[config.mk]
export PLATFORM = sky130hd
export DESIGN_NAME = imgconv_cell
export DESIGN_NICKNAME = d
export VERILOG_FILES = /design/src/sv/imgconv_pkg.sv /design/src/sv/imgconv_cell.sv
export SDC_FILE = /design/constraint.sdc
export NUM_CORES = 1
export LEC_CHECK = 0
export ABC_AREA = 1
export BUFFER_PORTS_ARGS = -buffer_cell sky130_fd_sc_hd__buf_2
export CORE_MARGIN = 10
export CORE_UTILIZATION = 55
export CTS_CLUSTER_DIAMETER = 40
export DETAILED_ROUTE_END_ITERATION = 7
export PLACE_DENSITY = 0.78
export SKIP_CTS_REPAIR_TIMING = 1
export SYNTH_ARGS = -nofsm -noshare
export SYNTH_HDL_FRONTEND = slang
export SYNTH_SLANG_ARGS = --single-unit
[constraint.sdc]
create_clock -name clk -period 10.05 [get_ports clk]
set_input_delay 2.5125 -clock clk [delete_from_list [all_inputs] [get_ports clk]]
set_output_delay 2.5125 -clock clk [all_outputs]
set_load 0.02 [all_outputs]
[src/sv/imgconv_pkg.sv]
package imgconv_pkg;

    // Geometry limits
    localparam int MAX_WIDTH  = 1024;
    localparam int MAX_KERNEL = 3;
    localparam int COL_W      = $clog2(MAX_WIDTH);
    localparam int W_W        = COL_W + 1;
    localparam int GEOM_W     = 11;
    localparam int INROW_W    = GEOM_W + 1;

    // Datapath widths
    localparam int PIX_W      = 8;
    localparam int COEF_W     = 16;
    localparam int KDIM       = 3;
    localparam int ROWCOEF_W  = KDIM * COEF_W;
    localparam int PROD_W     = 24;
    localparam int COLSUM_W   = 26;
    localparam int SUM_W      = 28;

    // Register port
    localparam int ADDR_W     = 6;
    localparam int DATA_W     = 64;
    localparam int IDX_W      = ADDR_W - 3;

    // Register indexes
    localparam logic [IDX_W-1:0] REG_FRAME_WIDTH   = 3'd0;
    localparam logic [IDX_W-1:0] REG_FRAME_HEIGHT  = 3'd1;
    localparam logic [IDX_W-1:0] REG_KERNEL_RADIUS = 3'd2;
    localparam logic [IDX_W-1:0] REG_COEF_TOP      = 3'd3;
    localparam logic [IDX_W-1:0] REG_COEF_MIDDLE   = 3'd4;
    localparam logic [IDX_W-1:0] REG_COEF_BOTTOM   = 3'd5;

    typedef logic [PIX_W-1:0] pix_t;
    typedef logic signed [COEF_W-1:0] coef_t;

    typedef struct packed {
        logic             kind;
        logic [PIX_W-1:0] pixel_value;
    } pix_item_t;

    typedef struct packed {
        logic signed [SUM_W-1:0] conv_sum;
        logic                    frame_last;
    } res_item_t;

    // Per-cycle controls shared by all window cells
    typedef struct packed {
        logic shift;
        logic clear;
        logic mul_en;
        logic sum_en;
    } cell_ctrl_t;

endpackage

[src/sv/imgconv_cell.sv]
module imgconv_cell (
    input  logic                                  clk,
    input  logic                                  rst_n,
    input  imgconv_pkg::cell_ctrl_t               ctrl,
    input  imgconv_pkg::pix_t  [imgconv_pkg::KDIM-1:0] pix_in,
    input  imgconv_pkg::coef_t [imgconv_pkg::KDIM-1:0] coef,
    input  logic               [imgconv_pkg::KDIM-1:0] tap_en,
    output imgconv_pkg::pix_t  [imgconv_pkg::KDIM-1:0] pix_out,
    output logic signed [imgconv_pkg::COLSUM_W-1:0]    col_sum
);
    import imgconv_pkg::*;

    pix_t [KDIM-1:0]              pix_reg;
    pix_t [KDIM-1:0]              pix_next;
    logic signed [PROD_W-1:0]     prod_reg [KDIM];
    logic signed [PROD_W-1:0]     prod_next [KDIM];
    logic signed [PROD_W:0]       prod_full [KDIM];
    logic signed [COLSUM_W-1:0]   col_sum_reg;
    logic signed [COLSUM_W-1:0]   col_sum_next;

    // Window column: load from neighbor on shift, zero on frame restart
    always_comb
    begin
        if (ctrl.shift)
        begin
            pix_next = pix_in;
        end
        else if (ctrl.clear)
        begin
            pix_next = '0;
        end
        else
        begin
            pix_next = pix_reg;
        end
    end

    always_ff @(posedge clk or negedge rst_n)
    begin
        if (!rst_n)
        begin
            pix_reg <= '0;
        end
        else
        begin
            pix_reg <= pix_next;
        end
    end

    // Three masked taps of this column
    always_comb
    begin
        for (int r = 0; r < KDIM; r++)
        begin
            prod_full[r] = coef[r] * $signed({1'b0, pix_reg[r]});
            prod_next[r] = tap_en[r] ? prod_full[r][PROD_W-1:0] : '0;
        end
    end

    always_comb
    begin
        col_sum_next = COLSUM_W'(prod_reg[0]) + COLSUM_W'(prod_reg[1])
                     + COLSUM_W'(prod_reg[2]);
    end

    always_ff @(posedge clk)
    begin
        if (ctrl.mul_en)
        begin
            prod_reg <= prod_next;
        end
        if (ctrl.sum_en)
        begin
            col_sum_reg <= col_sum_next;
        end
    end

    assign pix_out = pix_reg;
    assign col_sum = col_sum_reg;

endmodule

==> results.txt <==
* Run status: complete, no violations
* Number of sinks driven by the clock tree: ~120
- The clock network accounts for between 10% and 20% of the total power.
- Average wire per cell in the routed design: 14.73 microns
- The register with the most flip-flops in the layout has slightly above 70 of them.
* Latest clock arrival within the worst-skew pair: 440 ps
* CTS clock-pin slew for the worst setup and hold paths: approximately 60 ps
* Combinational cell fraction of total power: 73.0%
- Die area: around 46000 sq um
- In this run the worst path has a maximum fanout of 8.
* Half-perimeter wire length of the detailed placement result: 41540 microns
- Count of final hold-check violations: 0
- Setup slack closes at 3766 ps.
- Slew at the pin closest to its max-slew limit: around 910 ps
- Final antenna diode count: 0
* Final net count: 3382
- In this run the core area contains 71 standard-cell rows.
* Cell area after layout: around 22000 sq um
- Static leakage: 13.18 nW
* IO buf count: 130
* Final wirelength: ~50000 microns
* Number of placed instances with taps included: 3303
* Area contributors post-synth: fa_1 (31%), inv_1 (14%), edfxtp_1 (14%), nand2_1 (13%), ha_1 (9.9%)
- Area added between synthesis and finish: 6.795%
- Vias after detailed routing: between 15000 and 20000
- Of all flip-flops after synthesis, the portion carrying an async set or reset was 19.67%.
- Global routing used roughly 22% of the available tracks across all layers.
* DRC violation total after the first TritonRoute iteration: 1094
* Worst setup SP type: primary input
- In the synthesized netlist the dominant register cell turns out to be edfxtp_1.
* Leading area contributor after synthesis: fa_1
- Area of the placeable core: approximately 38000 sq um
* Post-synthesis cell area: 20940 sq um
* Part of the total power dissipated in sequential elements: 17.0%
- Post-placement worst setup slack: 3397 ps
- Leading cell types by count after synthesis: inv_1 (799), nand2_1 (749), fa_1 (325)
- Summed over all layers, the global routing overflow is 0.
- Number of antenna violations at the first check in global routing: 1
- The H-tree was split into 4 levels.
* Final Total Pwr: 5.797 mW
- Min-delay worst type: flip-flop to flip-flop
* Sequential area share after synthesis: 16.92%
- Placement Cell Area: 21820 sq um
- The die is between 200 and 250 microns tall.
* Via count of the first global-routing pass: 17500
- The final number of max-transition violations was 0.
- The analysis attributes to net switching a power of 3.160 mW.
- Arrival time of data at the critical path endpoint: 6470 ps
- The tool flagged a number of max-cap violations equal to 0.
- TritonCTS built the clock tree.
- Number of enable-type register cells in the synthesized netlist: 98
* Setup repair after global routing missed its margin: no
* Power Dens Cells: 259.3 nW/um^2
- Share of final-layout standard cells stronger than drive strength 1: roughly 6.7%
- Share of the core filled with cells in the final layout: 59.50%
* Wire length of the first global-routing pass: approximately 84000 microns
* Maximum root-to-sink buffer count: 2
- In this run, CTS created clock tree buffers numbering 17.
* Worst-case vdd ir drop: 0.0001760 V
- Ys Warns: 0
- The synthesized design devotes to its leading area cell type 31.07% of total area.
- Of the available clock period, the critical path in the final layout requires 62.53%.
- Maximum number of pins on one net before global-route repair: 73
* Post-synthesis cell type count: 36
- Effective utilization at floorplan: 55.72%
- Synthesized flop and latch total: 122
- Number of nets with antenna violations after routing: 0
* Most frequent cell after synthesis: inv_1
- In the synthesized netlist, the number of instances is 2768.
* Clock skew: 11.19 ps
- Subtracting the final worst setup slack from the clock period gives 6284 ps.
* Tightest hold margin: between 700 and 800 ps
- Net switching is 54.51% of the power.
- The first detailed-routing pass ran for 5 iterations.
- The critical path in this run is classified as primary input to flip-flop.
- For the worst setup path, the data required time is 10240 ps.
- CTS root buffer: clkbuf_16
- Derived from the worst setup path, the maximum achievable clock frequency is 159.1 MHz.
- Routability-driven placement finished with a final weighted congestion of 0.9193.
- Pin placement for this block handled 131 I/O pins.
- Setup_tns: 0 ps
* Mapped Nets: 3339
- STA classifies the critical path endpoint as a flip-flop.
- Dividing the synthesized area by the synthesized cell count gives 7.564 sq um.
- Residual DRC count: 0
* Non-Filler Instances: 3334
- Average via count per standard cell: 5.049
- Cell internal power was estimated by the tool at 2.637 mW.
- Remaining max-slew budget at the tightest pin: 39.59%
- The floorplan step set the die width to 215.1 microns.
- Endpoints failing setup: 0
-- layer usage --
layer  global-route usage, %  up-vias  wire length, microns  part of all wire [%]
met5                       0        -                     7                 0.014
met4                   5.468        2                   865                   1.8
met3                   3.202       67                  2664                   5.4
met2                   36.71      467                 23580                    48
met1                   29.65     8123                 21990                    45
li1                        -     8176                     -                     -
-- area by class of cell --
type,count,area (sq um)
well taps,511,639.4
multi-input cells,1739,13980
fillers,3388,15220
inverters,800,3003
flip-flops and latches,122,3543
clock buffers,17,425.4
repair buffers,131,658.1
clock inverters,14,113.9
-- logic make-up (layout without fill, tap and decap cells) --
| group | after synthesis | count (layout) | share of synthesized area, % |
|---|---|---|---|
| adder cells (fa/ha/maj) | 490 | 490 | 40.93 |
| XOR/XNOR | 22 | 22 | 0.9203 |
| AND/OR/NAND/NOR | 999 | 999 | 19.22 |
| buffers and inverters | 907 | 962 | 16.32 |
| AO/OA/AOI/OAI | 228 | 228 | 5.677 |
| flip-flops | 122 | 122 | 16.92 |
-- placed cells by master, fill, tap and decap left out, types with 2 or more instances in the layout --
master      instances
nor4_1              6
nor3b_1             3
buf_2             130
nor2_2              9
o211ai_1            2
nor3_2              2
nand2_1           749
inv_8               2
clkinv_2            3
a211oi_1            2
a21oi_1           129
nand2_2             6
dfrtp_1            24
o21ai_0            77
nand4_1            13
inv_1             799
o21a_1              8
xnor2_1            10
nor2_1            109
or2_1               2
clkbuf_16          17
o21ai_1             5
fa_1              325
ha_1              165
nand3_2             4
xor2_1             12
nand3_1            80
nand3b_1            4
nor3_1              7
edfxtp_1           98
inv_6               4
or2_2               3
clkinvlp_4          2
o21bai_1            3
clkinv_4            3
-- power groups by stage --
stage / combinational (mW) / clock (mW) / sequential, mW
2_1_floorplan: 3.06 / 0 / 0.998
5_1_grt: 4.85 / 0.609 / 1.01
4_1_cts: 4.20 / 0.589 / 0.986
3_3_place_gp: 4.07 / 0 / 0.991
6_report: 4.23 / 0.582 / 0.984
3_5_place_dp: 4.17 / 0 / 0.995
-- worst max-delay path: stages --
cell and delay (ps):
buf_2 160, nand2_1 140, fa_1 680, fa_1 530
inv_1 50, fa_1 520, inv_1 50, fa_1 470
inv_1 40, ha_1 340, nand2_1 150, o21ai_0 400
a21oi_1 180, a21oi_1 180, nor2_1 60
-- final timing paths --
kind	startpoint	end	slack, ps	cells past startpoint
min in group asynchronous	rst_n	pix_out[21]	2090	1
min	prod_reg[49]	col_sum[1]	740	2
min reg2reg	prod_reg[49]	col_sum[1]	740	2
max	coef[47]	prod_reg[22]	3770	15
max in group asynchronous	rst_n	pix_out[14]	7500	1
max reg2reg	pix_out[8]	prod_reg[46]	5020	14
No activity file was read; power rests on OpenSTA's default activity.
